===== src/sv/gps_utc_time_anchor_top_assert.svh =====
// ---------------------------------------------------------------------------
// GPS UTC time anchor assertion macros
// Concurrent check helpers, clocked on clk and disabled in reset.
// ---------------------------------------------------------------------------
`ifndef GPS_UTC_TIME_ANCHOR_TOP_ASSERT_SVH
`define GPS_UTC_TIME_ANCHOR_TOP_ASSERT_SVH

`ifndef SYNTHESIS
`define GUTC_ASSERT_IMP(lbl, ante, cons) \
    lbl: assert property (@(posedge clk) disable iff (!rst_n) (ante) |-> (cons)) \
        else $error("gutc assertion failed");
`define GUTC_ASSERT_NEXT(lbl, ante, cons) \
    lbl: assert property (@(posedge clk) disable iff (!rst_n) (ante) |=> (cons)) \
        else $error("gutc assertion failed");
`else
`define GUTC_ASSERT_IMP(lbl, ante, cons)
`define GUTC_ASSERT_NEXT(lbl, ante, cons)
`endif

`endif


===== src/sv/gutc_pkg.sv =====
// ---------------------------------------------------------------------------
// GPS UTC time anchor package
// Shared constants, queue entry type and calendar helper functions.
// ---------------------------------------------------------------------------
`timescale 1ns / 1ps

package gutc_pkg;

    localparam int GUTC_QUEUE_DEPTH = 2;

    localparam logic [15:0] FRESH_AGE_LIMIT_RST = 16'd5000;
    localparam logic [31:0] RESYNC_INTERVAL_RST = 32'd30000;

    localparam logic [12:0] ERA_RECIP        = 13'd5243;
    localparam int          ERA_RECIP_SHIFT  = 21;
    localparam logic signed [12:0] YEARS_PER_ERA = 13'sd400;
    localparam logic signed [21:0] ERA_DAYS      = 22'sd146097;
    localparam logic signed [21:0] EPOCH_SHIFT   = 22'sd719468;
    localparam logic signed [27:0] MS_PER_DAY    = 28'sd86400000;

    typedef enum logic {
        CFG_FRESH_AGE_LIMIT = 1'b0,
        CFG_RESYNC_INTERVAL = 1'b1
    } gutc_cfg_idx_t;

    typedef struct packed {
        logic [31:0] now_ms;
        logic [31:0] fix_age_ms;
        logic        eligible;
        logic [47:0] fresh_ms;
    } gutc_entry_t;

    // days before the start of a March-based month
    function automatic logic [8:0] month_offset(input logic [3:0] mp);
        logic [8:0] r;
        case (mp)
            4'd0:    r = 9'd0;
            4'd1:    r = 9'd31;
            4'd2:    r = 9'd61;
            4'd3:    r = 9'd92;
            4'd4:    r = 9'd122;
            4'd5:    r = 9'd153;
            4'd6:    r = 9'd184;
            4'd7:    r = 9'd214;
            4'd8:    r = 9'd245;
            4'd9:    r = 9'd275;
            4'd10:   r = 9'd306;
            4'd11:   r = 9'd337;
            4'd12:   r = 9'd367;
            default: r = 9'd0;
        endcase
        return r;
    endfunction

    // year of era divided by 100
    function automatic logic [1:0] centuries(input logic [8:0] yoe);
        logic [1:0] r;
        if (yoe >= 9'd300)
            r = 2'd3;
        else if (yoe >= 9'd200)
            r = 2'd2;
        else if (yoe >= 9'd100)
            r = 2'd1;
        else
            r = 2'd0;
        return r;
    endfunction

endpackage


===== src/sv/gutc_front.sv =====
// ---------------------------------------------------------------------------
// GPS UTC time anchor front end
// Takes one input transaction, converts the civil date to epoch ms over a
// short step sequence, qualifies it and pushes it into the queue.
// ---------------------------------------------------------------------------
`timescale 1ns / 1ps

module gutc_front import gutc_pkg::*;
(
    input  logic              clk,
    input  logic              rst_n,
    input  logic              in_valid,
    output logic              in_ready,
    input  logic [31:0]       now_ms,
    input  logic              utc_valid,
    input  logic [11:0]       year,
    input  logic [3:0]        month,
    input  logic [4:0]        day,
    input  logic [4:0]        hour,
    input  logic [5:0]        minute,
    input  logic [5:0]        second,
    input  logic [6:0]        centisecond,
    input  logic [31:0]       fix_age_ms,
    input  logic [15:0]       fresh_age_limit_ms,
    input  logic              q_full,
    output logic              q_push,
    output gutc_entry_t       q_entry
);

    typedef enum logic [2:0] {
        S_IDLE,
        S_ERA,
        S_YOE,
        S_DOE,
        S_DAYS,
        S_MS,
        S_SUM,
        S_PUSH
    } state_t;

    state_t state_reg;

    logic [31:0]        now_reg;
    logic [31:0]        age_reg;
    logic               valid_reg;
    logic signed [12:0] y_reg;
    logic [3:0]         mp_reg;
    logic [4:0]         day_reg;
    logic [4:0]         hour_reg;
    logic [5:0]         minute_reg;
    logic [5:0]         second_reg;
    logic [6:0]         cs_reg;
    logic [25:0]        q_reg;
    logic [27:0]        tod_reg;
    logic signed [9:0]  doy_reg;
    logic signed [4:0]  era_reg;
    logic [8:0]         yoe_reg;
    logic signed [18:0] doe_reg;
    logic signed [21:0] days_reg;
    logic [47:0]        dms_reg;
    gutc_entry_t        entry_reg;

    logic               accept;
    logic [12:0]        y_biased;
    logic signed [4:0]  era_n;
    logic signed [12:0] era_years;
    logic signed [18:0] yoe_s;
    logic signed [47:0] days_ms;
    logic [47:0]        fresh_ms;

    assign accept   = in_valid && in_ready;
    assign in_ready = (state_reg == S_IDLE);
    assign q_push   = (state_reg == S_PUSH) && !q_full;
    assign q_entry  = entry_reg;

    always_comb
    begin
        y_biased  = 13'(y_reg + YEARS_PER_ERA);
        era_n     = signed'(5'(q_reg[25:ERA_RECIP_SHIFT])) - 5'sd1;
        era_years = 13'(era_n) * YEARS_PER_ERA;
        yoe_s     = signed'({10'b0, yoe_reg});
        days_ms   = days_reg * MS_PER_DAY;
        fresh_ms  = 48'(dms_reg + {20'b0, tod_reg});
    end

    always_ff @(posedge clk or negedge rst_n)
    begin
        if (!rst_n)
        begin
            state_reg <= S_IDLE;
        end
        else
        begin
            case (state_reg)
                S_IDLE:  if (accept) state_reg <= S_ERA;
                S_ERA:   state_reg <= S_YOE;
                S_YOE:   state_reg <= S_DOE;
                S_DOE:   state_reg <= S_DAYS;
                S_DAYS:  state_reg <= S_MS;
                S_MS:    state_reg <= S_SUM;
                S_SUM:   state_reg <= S_PUSH;
                S_PUSH:  if (!q_full) state_reg <= S_IDLE;
                default: state_reg <= S_IDLE;
            endcase
        end
    end

    always_ff @(posedge clk)
    begin
        case (state_reg)
            S_IDLE:
            begin
                if (accept)
                begin
                    now_reg    <= now_ms;
                    age_reg    <= fix_age_ms;
                    valid_reg  <= utc_valid;
                    y_reg      <= signed'({1'b0, year}) - ((month <= 4'd2) ? 13'sd1 : 13'sd0);
                    mp_reg     <= (month > 4'd2) ? 4'(month - 4'd3) : 4'(month + 4'd9);
                    day_reg    <= day;
                    hour_reg   <= hour;
                    minute_reg <= minute;
                    second_reg <= second;
                    cs_reg     <= centisecond;
                end
            end
            S_ERA:
            begin
                q_reg   <= {13'b0, y_biased} * {13'b0, ERA_RECIP};
                tod_reg <= 28'(hour_reg) * 28'd3600000 + 28'(minute_reg) * 28'd60000
                         + 28'(second_reg) * 28'd1000 + 28'(cs_reg) * 28'd10;
                doy_reg <= signed'({1'b0, month_offset(mp_reg)})
                         + signed'({5'b0, day_reg}) - 10'sd1;
            end
            S_YOE:
            begin
                era_reg <= era_n;
                yoe_reg <= 9'(y_reg - era_years);
            end
            S_DOE:
            begin
                doe_reg <= yoe_s * 19'sd365 + (yoe_s >>> 2)
                         - signed'({17'b0, centuries(yoe_reg)}) + 19'(doy_reg);
            end
            S_DAYS:
            begin
                days_reg <= 22'(era_reg) * ERA_DAYS + 22'(doe_reg) - EPOCH_SHIFT;
            end
            S_MS:
            begin
                dms_reg <= days_ms;
            end
            S_SUM:
            begin
                entry_reg.now_ms     <= now_reg;
                entry_reg.fix_age_ms <= age_reg;
                entry_reg.fresh_ms   <= fresh_ms;
                entry_reg.eligible   <= valid_reg && (age_reg < {16'b0, fresh_age_limit_ms})
                                        && (fresh_ms != 48'd0);
            end
            default:
            begin
            end
        endcase
    end

endmodule


===== src/sv/gutc_queue.sv =====
// ---------------------------------------------------------------------------
// GPS UTC time anchor queue
// Small register FIFO between the conversion front end and the anchor stage.
// ---------------------------------------------------------------------------
`timescale 1ns / 1ps

module gutc_queue import gutc_pkg::*;
#(
    parameter int DEPTH = GUTC_QUEUE_DEPTH   // 2 or more
)
(
    input  logic        clk,
    input  logic        rst_n,
    input  logic        push,
    input  gutc_entry_t push_entry,
    output logic        full,
    input  logic        pop,
    output gutc_entry_t pop_entry,
    output logic        empty
);

    localparam int PTR_W = $clog2(DEPTH);
    localparam int CNT_W = $clog2(DEPTH + 1);

    gutc_entry_t      mem_reg [DEPTH];
    logic [PTR_W-1:0] wr_ptr_reg;
    logic [PTR_W-1:0] rd_ptr_reg;
    logic [CNT_W-1:0] count_reg;

    logic do_push;
    logic do_pop;

    assign full      = (count_reg == CNT_W'(DEPTH));
    assign empty     = (count_reg == '0);
    assign do_push   = push && !full;
    assign do_pop    = pop && !empty;
    assign pop_entry = mem_reg[rd_ptr_reg];

    always_ff @(posedge clk or negedge rst_n)
    begin
        if (!rst_n)
        begin
            wr_ptr_reg <= '0;
            rd_ptr_reg <= '0;
            count_reg  <= '0;
        end
        else
        begin
            if (do_push)
                wr_ptr_reg <= (wr_ptr_reg == PTR_W'(DEPTH - 1)) ? '0 : wr_ptr_reg + 1'b1;
            if (do_pop)
                rd_ptr_reg <= (rd_ptr_reg == PTR_W'(DEPTH - 1)) ? '0 : rd_ptr_reg + 1'b1;
            if (do_push && !do_pop)
                count_reg <= count_reg + 1'b1;
            else if (do_pop && !do_push)
                count_reg <= count_reg - 1'b1;
        end
    end

    always_ff @(posedge clk)
    begin
        if (do_push)
            mem_reg[wr_ptr_reg] <= push_entry;
    end

endmodule


===== src/sv/gutc_back.sv =====
// ---------------------------------------------------------------------------
// GPS UTC time anchor back end
// Applies the resync decision, holds the anchor and projects epoch ms into
// the output register.
// ---------------------------------------------------------------------------
`timescale 1ns / 1ps

module gutc_back import gutc_pkg::*;
(
    input  logic        clk,
    input  logic        rst_n,
    input  logic        q_empty,
    input  gutc_entry_t q_entry,
    output logic        q_pop,
    input  logic [31:0] resync_interval_ms,
    output logic        out_valid,
    input  logic        out_ready,
    output logic [47:0] epoch_ms,
    output logic        resynced
);

    logic [47:0] utc_anchor_reg;
    logic [31:0] counter_anchor_reg;
    logic [31:0] last_sync_reg;
    logic        out_valid_reg;
    logic [47:0] epoch_reg;
    logic        resynced_reg;

    logic [31:0] since_sync;
    logic        sync_due;
    logic        resync;
    logic [47:0] anchor_sel;
    logic [31:0] elapsed;
    logic [47:0] epoch_next;

    assign q_pop     = !q_empty && (!out_valid_reg || out_ready);
    assign out_valid = out_valid_reg;
    assign epoch_ms  = epoch_reg;
    assign resynced  = resynced_reg;

    always_comb
    begin
        since_sync = q_entry.now_ms - last_sync_reg;
        sync_due   = (last_sync_reg == 32'd0) || (since_sync >= resync_interval_ms);
        resync     = q_entry.eligible && sync_due;
        anchor_sel = resync ? q_entry.fresh_ms : utc_anchor_reg;
        // on a resync the elapsed counter time is exactly the fix age
        elapsed    = resync ? q_entry.fix_age_ms : q_entry.now_ms - counter_anchor_reg;
        epoch_next = (anchor_sel == 48'd0) ? 48'd0 : 48'(anchor_sel + {16'b0, elapsed});
    end

    always_ff @(posedge clk or negedge rst_n)
    begin
        if (!rst_n)
        begin
            utc_anchor_reg     <= '0;
            counter_anchor_reg <= '0;
            last_sync_reg      <= '0;
            out_valid_reg      <= 1'b0;
        end
        else
        begin
            if (q_pop)
            begin
                out_valid_reg <= 1'b1;
                if (resync)
                begin
                    utc_anchor_reg     <= q_entry.fresh_ms;
                    counter_anchor_reg <= q_entry.now_ms - q_entry.fix_age_ms;
                    last_sync_reg      <= q_entry.now_ms;
                end
            end
            else if (out_ready)
            begin
                out_valid_reg <= 1'b0;
            end
        end
    end

    always_ff @(posedge clk)
    begin
        if (q_pop)
        begin
            epoch_reg    <= epoch_next;
            resynced_reg <= resync;
        end
    end

endmodule


===== src/sv/gps_utc_time_anchor_top.sv =====
// ---------------------------------------------------------------------------
// GPS UTC time anchor
// Anchors a free-running ms counter to GPS UTC and projects Unix epoch ms.
//
// Input stream (s_axis): one transaction per GPS time sample, carrying the
// local counter, the civil date and time and the fix age; tuser is the
// time-valid flag. Output stream (m_axis): one transaction per input with
// the projected epoch ms in tdata and the resync flag in tuser.
// Configuration writes (age limit, resync interval) go over the cfg channel,
// which is always ready; write only while the block is idle.
// The front end takes a new transaction only once the previous one has been
// pushed: its date conversion sequencer steps through the era, year-of-era,
// day-of-era, day count, ms and sum states, then waits in the push state
// until the queue has room.
// A stalled receiver holds the output register; the queue and front end go
// on until both fill, then s_axis_tready stays low.
// Reset clears the anchor (output reads 0 until the first valid sync) and
// restores the default register values.
// ---------------------------------------------------------------------------
`timescale 1ns / 1ps
`include "gps_utc_time_anchor_top_assert.svh"

module gps_utc_time_anchor_top import gutc_pkg::*;
#(
    parameter int QUEUE_DEPTH = GUTC_QUEUE_DEPTH
)
(
    input  logic         clk,
    input  logic         rst_n,
    input  logic         s_axis_tvalid,
    output logic         s_axis_tready,
    // now_ms[31:0], year[43:32], month[47:44], day[52:48], hour[57:53],
    // minute[63:58], second[69:64], centisecond[76:70], fix_age_ms[108:77]
    input  logic [111:0] s_axis_tdata,
    // utc_valid[0]
    input  logic         s_axis_tuser,
    output logic         m_axis_tvalid,
    input  logic         m_axis_tready,
    // epoch_ms[47:0]
    output logic [47:0]  m_axis_tdata,
    // resynced[0]
    output logic         m_axis_tuser,
    input  logic         cfg_valid,
    output logic         cfg_ready,
    input  logic         cfg_index,
    input  logic [31:0]  cfg_data
);

    logic [15:0] fresh_age_limit_reg;
    logic [31:0] resync_interval_reg;

    logic        q_push;
    logic        q_full;
    logic        q_pop;
    logic        q_empty;
    gutc_entry_t push_entry;
    gutc_entry_t pop_entry;

    assign cfg_ready = 1'b1;

    always_ff @(posedge clk or negedge rst_n)
    begin
        if (!rst_n)
        begin
            fresh_age_limit_reg <= FRESH_AGE_LIMIT_RST;
            resync_interval_reg <= RESYNC_INTERVAL_RST;
        end
        else if (cfg_valid && cfg_ready)
        begin
            case (gutc_cfg_idx_t'(cfg_index))
                CFG_FRESH_AGE_LIMIT: fresh_age_limit_reg <= cfg_data[15:0];
                CFG_RESYNC_INTERVAL: resync_interval_reg <= cfg_data;
                default:
                begin
                end
            endcase
        end
    end

    gutc_front u_front
    (
        .clk                (clk),
        .rst_n              (rst_n),
        .in_valid           (s_axis_tvalid),
        .in_ready           (s_axis_tready),
        .now_ms             (s_axis_tdata[31:0]),
        .utc_valid          (s_axis_tuser),
        .year               (s_axis_tdata[43:32]),
        .month              (s_axis_tdata[47:44]),
        .day                (s_axis_tdata[52:48]),
        .hour               (s_axis_tdata[57:53]),
        .minute             (s_axis_tdata[63:58]),
        .second             (s_axis_tdata[69:64]),
        .centisecond        (s_axis_tdata[76:70]),
        .fix_age_ms         (s_axis_tdata[108:77]),
        .fresh_age_limit_ms (fresh_age_limit_reg),
        .q_full             (q_full),
        .q_push             (q_push),
        .q_entry            (push_entry)
    );

    gutc_queue #(
        .DEPTH (QUEUE_DEPTH)
    ) u_queue
    (
        .clk        (clk),
        .rst_n      (rst_n),
        .push       (q_push),
        .push_entry (push_entry),
        .full       (q_full),
        .pop        (q_pop),
        .pop_entry  (pop_entry),
        .empty      (q_empty)
    );

    gutc_back u_back
    (
        .clk                (clk),
        .rst_n              (rst_n),
        .q_empty            (q_empty),
        .q_entry            (pop_entry),
        .q_pop              (q_pop),
        .resync_interval_ms (resync_interval_reg),
        .out_valid          (m_axis_tvalid),
        .out_ready          (m_axis_tready),
        .epoch_ms           (m_axis_tdata),
        .resynced           (m_axis_tuser)
    );

    `GUTC_ASSERT_NEXT(a_out_hold_valid, m_axis_tvalid && !m_axis_tready, m_axis_tvalid)
    `GUTC_ASSERT_NEXT(a_out_hold_data, m_axis_tvalid && !m_axis_tready, $stable(m_axis_tdata))
    `GUTC_ASSERT_NEXT(a_front_one_at_a_time, s_axis_tvalid && s_axis_tready, !s_axis_tready)
    `GUTC_ASSERT_IMP(a_queue_state_sane, q_push || q_pop || 1'b1, !(q_full && q_empty))

endmodule


===== config.mk =====
export PLATFORM = sky130hd
export DESIGN_NAME = gps_utc_time_anchor_top
export DESIGN_NICKNAME = d
export VERILOG_FILES = /design/src/sv/gutc_pkg.sv /design/src/sv/gutc_front.sv /design/src/sv/gutc_queue.sv /design/src/sv/gutc_back.sv /design/src/sv/gps_utc_time_anchor_top.sv
export VERILOG_INCLUDE_DIRS = /design/src /design/src/sv
export SDC_FILE = /design/constraint.sdc
export NUM_CORES = 2
export LEC_CHECK = 0
export CAP_MARGIN = 10
export CORE_UTILIZATION = 32
export DETAILED_ROUTE_END_ITERATION = 10
export DONT_BUFFER_PORTS = 1
export SYNTH_ARGS = -nofsm -noshare
export SYNTH_HDL_FRONTEND = slang
export SYNTH_SLANG_ARGS = --single-unit
export TNS_END_PERCENT = 100

===== constraint.sdc =====
create_clock -name clk -period 17.9 [get_ports clk]
set_input_delay 0.895 -clock clk [delete_from_list [all_inputs] [get_ports clk]]
set_output_delay 0.895 -clock clk [all_outputs]
set_load 0.03 [all_outputs]

==> reports/results.txt <==
The run finished with clean final reports. In the final routed layout, each cell accounts on average for 17.05 um. By area the synthesized netlist is led by sky130_fd_sc_hd__edfxtp_1 33%, sky130_fd_sc_hd__ha_1 17%, sky130_fd_sc_hd__fa_1 11%.

Leaving out fill and tap cells, the most frequent cells in the layout are 824 x sky130_fd_sc_hd__inv_1, 770 x sky130_fd_sc_hd__ha_1, 631 x sky130_fd_sc_hd__edfxtp_1. Delay of the slowest critical-path stage: 910 ps. The top cell type by area accounts for 32.70% of the synthesized area.

Setup repair after global routing left no endpoint under its margin. The final layout contains routed wiring with a total length of 131.2 mm. The run gives 0 as the number of cells upsized or downsized after cts.

Once layout is complete, the utilization of the core stands at 35.79%. The maximum clock frequency was 0.08768 GHz. The number of diodes added for antenna fixing is 0, and the placeable core area is 179,200 um2. For the number of sinks handled by clock tree synthesis, the log shows 808. The mapped netlist covers 57,950 um2. The final count of negative-setup-slack endpoints is 0. In this run, synthesis inferred 631 flip-flops with an integrated enable.

In the post-route analysis, the smallest setup slack over all paths is 6495 ps. The die covers 182,800 um2. For the worst-skew pair, the clock arrives at the later sink with an insertion delay of 730 ps.

Buffers inserted to repair hold after CTS numbered 2. Die boundary width: 427.6 um. Buffers added to address setup during post-CTS repair amount to 0. The run gives 6515 ps as the worst-case setup slack after placement.

The routability-driven placement congestion ratio came out at 0.8697. The longest clock path from root to sink contains 3 buffers. The critical path crosses 37 cells after its start point. The number of instances in the placed design was 7,521. The TritonCTS buffer count is 91. The number of global-route vias before repair is 37,650, and the number of nets with antenna violations after routing is 0.

Counting every net in the synthesized netlist gives 6,455. The die extent in y is 427.6 um, and the vias after detailed routing is 36,750. For this run, the leading register cell type out of synthesis is sky130_fd_sc_hd__edfxtp_1.

The count of distinct cell types in the synthesized netlist was 79; the final-layout setup total negative slack was 0 ps. The starting utilization of the core area was 32.34%; the number of slew-limit violations in the final report was 0. After layout, the minimum clock period comes to 11,400 ps. Data on the critical path is required at its endpoint by 18,380 ps.

For the arrival time of the worst setup path, the log shows 11,880 ps. After synthesis the netlist holds a flip-flop and latch count of 808. The register with the most flip-flops in the layout has 224 of them. The floorplan has 155 rows. The tools report the start point of the critical path as u_queue.rd_ptr_reg.

For this design, the slowest cell found on the critical path is sky130_fd_sc_hd__dfrtp_4. The startpoint identified for the worst register-to-register timing path is u_queue.rd_ptr_reg. 203 I/O pins were placed. The estimated wirelength of the detail-placed design was 103.5 mm.

The clock arrives with 55.69 ps of skew. The H-tree generated during clock tree synthesis spans 3 levels. The tree is rooted in a sky130_fd_sc_hd__clkbuf_16. For the final non-filler cell total, the log shows 7,695. Dominant delay contributor by cell family on the critical path: compound AO/OA/AOI/OAI gates. TritonCTS built the clock tree. The post-route DRC violation count was 0; the port buffer count was 0. Number of vias per cell after detailed routing: 4.775. The library cell used most frequently in the layout, excluding fill and tap cells, is sky130_fd_sc_hd__inv_1. The logs give 0 for the number of warnings issued by yosys and 205.4 mm for the global-route wire length before repair. Count of max-cap constraint violations: 0. For this run, the detailed router's first-pass iteration total came to 5. In this run, the number of DRC markers left after iteration 0 of detailed routing was 1,838. At the pin with the least slew margin, the transition time is 1064 ps. The worst setup path is launched from a register. The worst setup path is of the reg -> reg kind.

Clock-pin slew was measured on the worst setup and hold paths at 60 ps. Number of antenna violations at the first check in global routing: 4. The worst setup path is captured at a register. The length in cells of the worst reg-to-reg path was 37. The area growth from synthesis to layout was 10.67%; the async set-or-reset flop fraction in the synthesized netlist was 20.79%.

The overall global routing resource usage is 14.32%, and the largest fanout on the critical path is 80. For this run the aggregate overflow at the end of global routing stands at 0. The dominant cell type by count on the critical path was sky130_fd_sc_hd__a21oi_1. Of all cell types, the one taking the most synthesized area is sky130_fd_sc_hd__edfxtp_1. The post-layout net count is 6,497, and the fraction of final layout cells with drive strength greater than 1 is 5.562%.

The share of the clock period used by the worst path after layout works out to 63.71%. The per-instance average area after synthesis is 11.10 um2. The logs give 0 for the count of final hold-check violations and 29.08% for the relative slew slack. The number of buffer and inverter instances along the worst setup path works out to 4. Entering global routing, the biggest net connects 167 pins. Of the synthesized area, sequential elements account for 40.29%. Gate count after technology mapping: 5,219.

The tightest min-delay check is of the in -> async type.
-- logic make-up after synthesis --
logic type / Yosys count / synth area share (%)
xor gates and xnor gates: 356 / 5.380
DFF: 808 / 40.29
other: 1 / 0.006471
AOI/OAI and AO/OA: 947 / 10.01
buffers and inverters: 906 / 5.901
muxes: 166 / 3.010
and+or+nand+nor: 950 / 7.896
adders and majority gates: 1085 / 27.51
-- per-stage QoR --
step | hold WS [ps] | cell area, um2
floorplan | 400.3 | 57950
global placement | 405.7 | 60860
detailed placement | 406.8 | 60860
CTS | 184.8 | 64140
global route | 155.5 | 64140
finish | 117.1 | 64140
-- layer usage --
| layer | wire [um] | up-vias | global-route usage [%] |
|---|---|---|---|
| met4 | 3692 | 2 | 4.288 |
| met2 | 67050 | 601 | 26.20 |
| met3 | 4763 | 178 | 2.213 |
| met1 | 55660 | 17780 | 17.14 |
| li1 | - | 18180 | - |
| met5 | 13 | - | 0 |
-- final timing paths --
kind                                           end  slack, ps
max reg2reg                    u_back.epoch_ms[46]       6500
min reg2reg                    u_front.q_entry[98]        420
max in group asynchronous       u_queue.rd_ptr_reg      16810
min                        resync_interval_reg[26]        120
max                            u_back.epoch_ms[46]       6500
min in group clk               u_front.now_reg[12]        250
-- cell usage after synthesis (46+ instances only) --
library cell / n
sky130_fd_sc_hd__inv_1: 826
sky130_fd_sc_hd__ha_1: 770
sky130_fd_sc_hd__edfxtp_1: 631
sky130_fd_sc_hd__fa_1: 315
sky130_fd_sc_hd__a21oi_1: 288
sky130_fd_sc_hd__nand2_1: 264
sky130_fd_sc_hd__nor2_1: 255
sky130_fd_sc_hd__o21ai_0: 242
sky130_fd_sc_hd__xnor2_1: 232
sky130_fd_sc_hd__dfrtp_1: 156
sky130_fd_sc_hd__xor2_1: 124
sky130_fd_sc_hd__mux2i_1: 100
sky130_fd_sc_hd__a21o_1: 99
sky130_fd_sc_hd__nor3_1: 77
sky130_fd_sc_hd__mux2_2: 66
sky130_fd_sc_hd__nand3_1: 54
sky130_fd_sc_hd__nand2b_1: 53
sky130_fd_sc_hd__clkbuf_1: 52
sky130_fd_sc_hd__nor2b_1: 51
sky130_fd_sc_hd__o21ai_1: 46
-- layout make-up --
type                            instances  area (um2)
Inverter                              827        3109
Sequential cell                       808       23350
Fill cell                           17620      115100
Clock inverter                         45       635.6
Timing Repair Buffer                   28       232.7
Clock buffer                          127        2606
Multi-Input combinational cell       3505       31260
Tap cell                             2355        2947
Power is not shown: default switching activity piles up to over one toggle a cycle in this logic, so the estimate is an artifact.
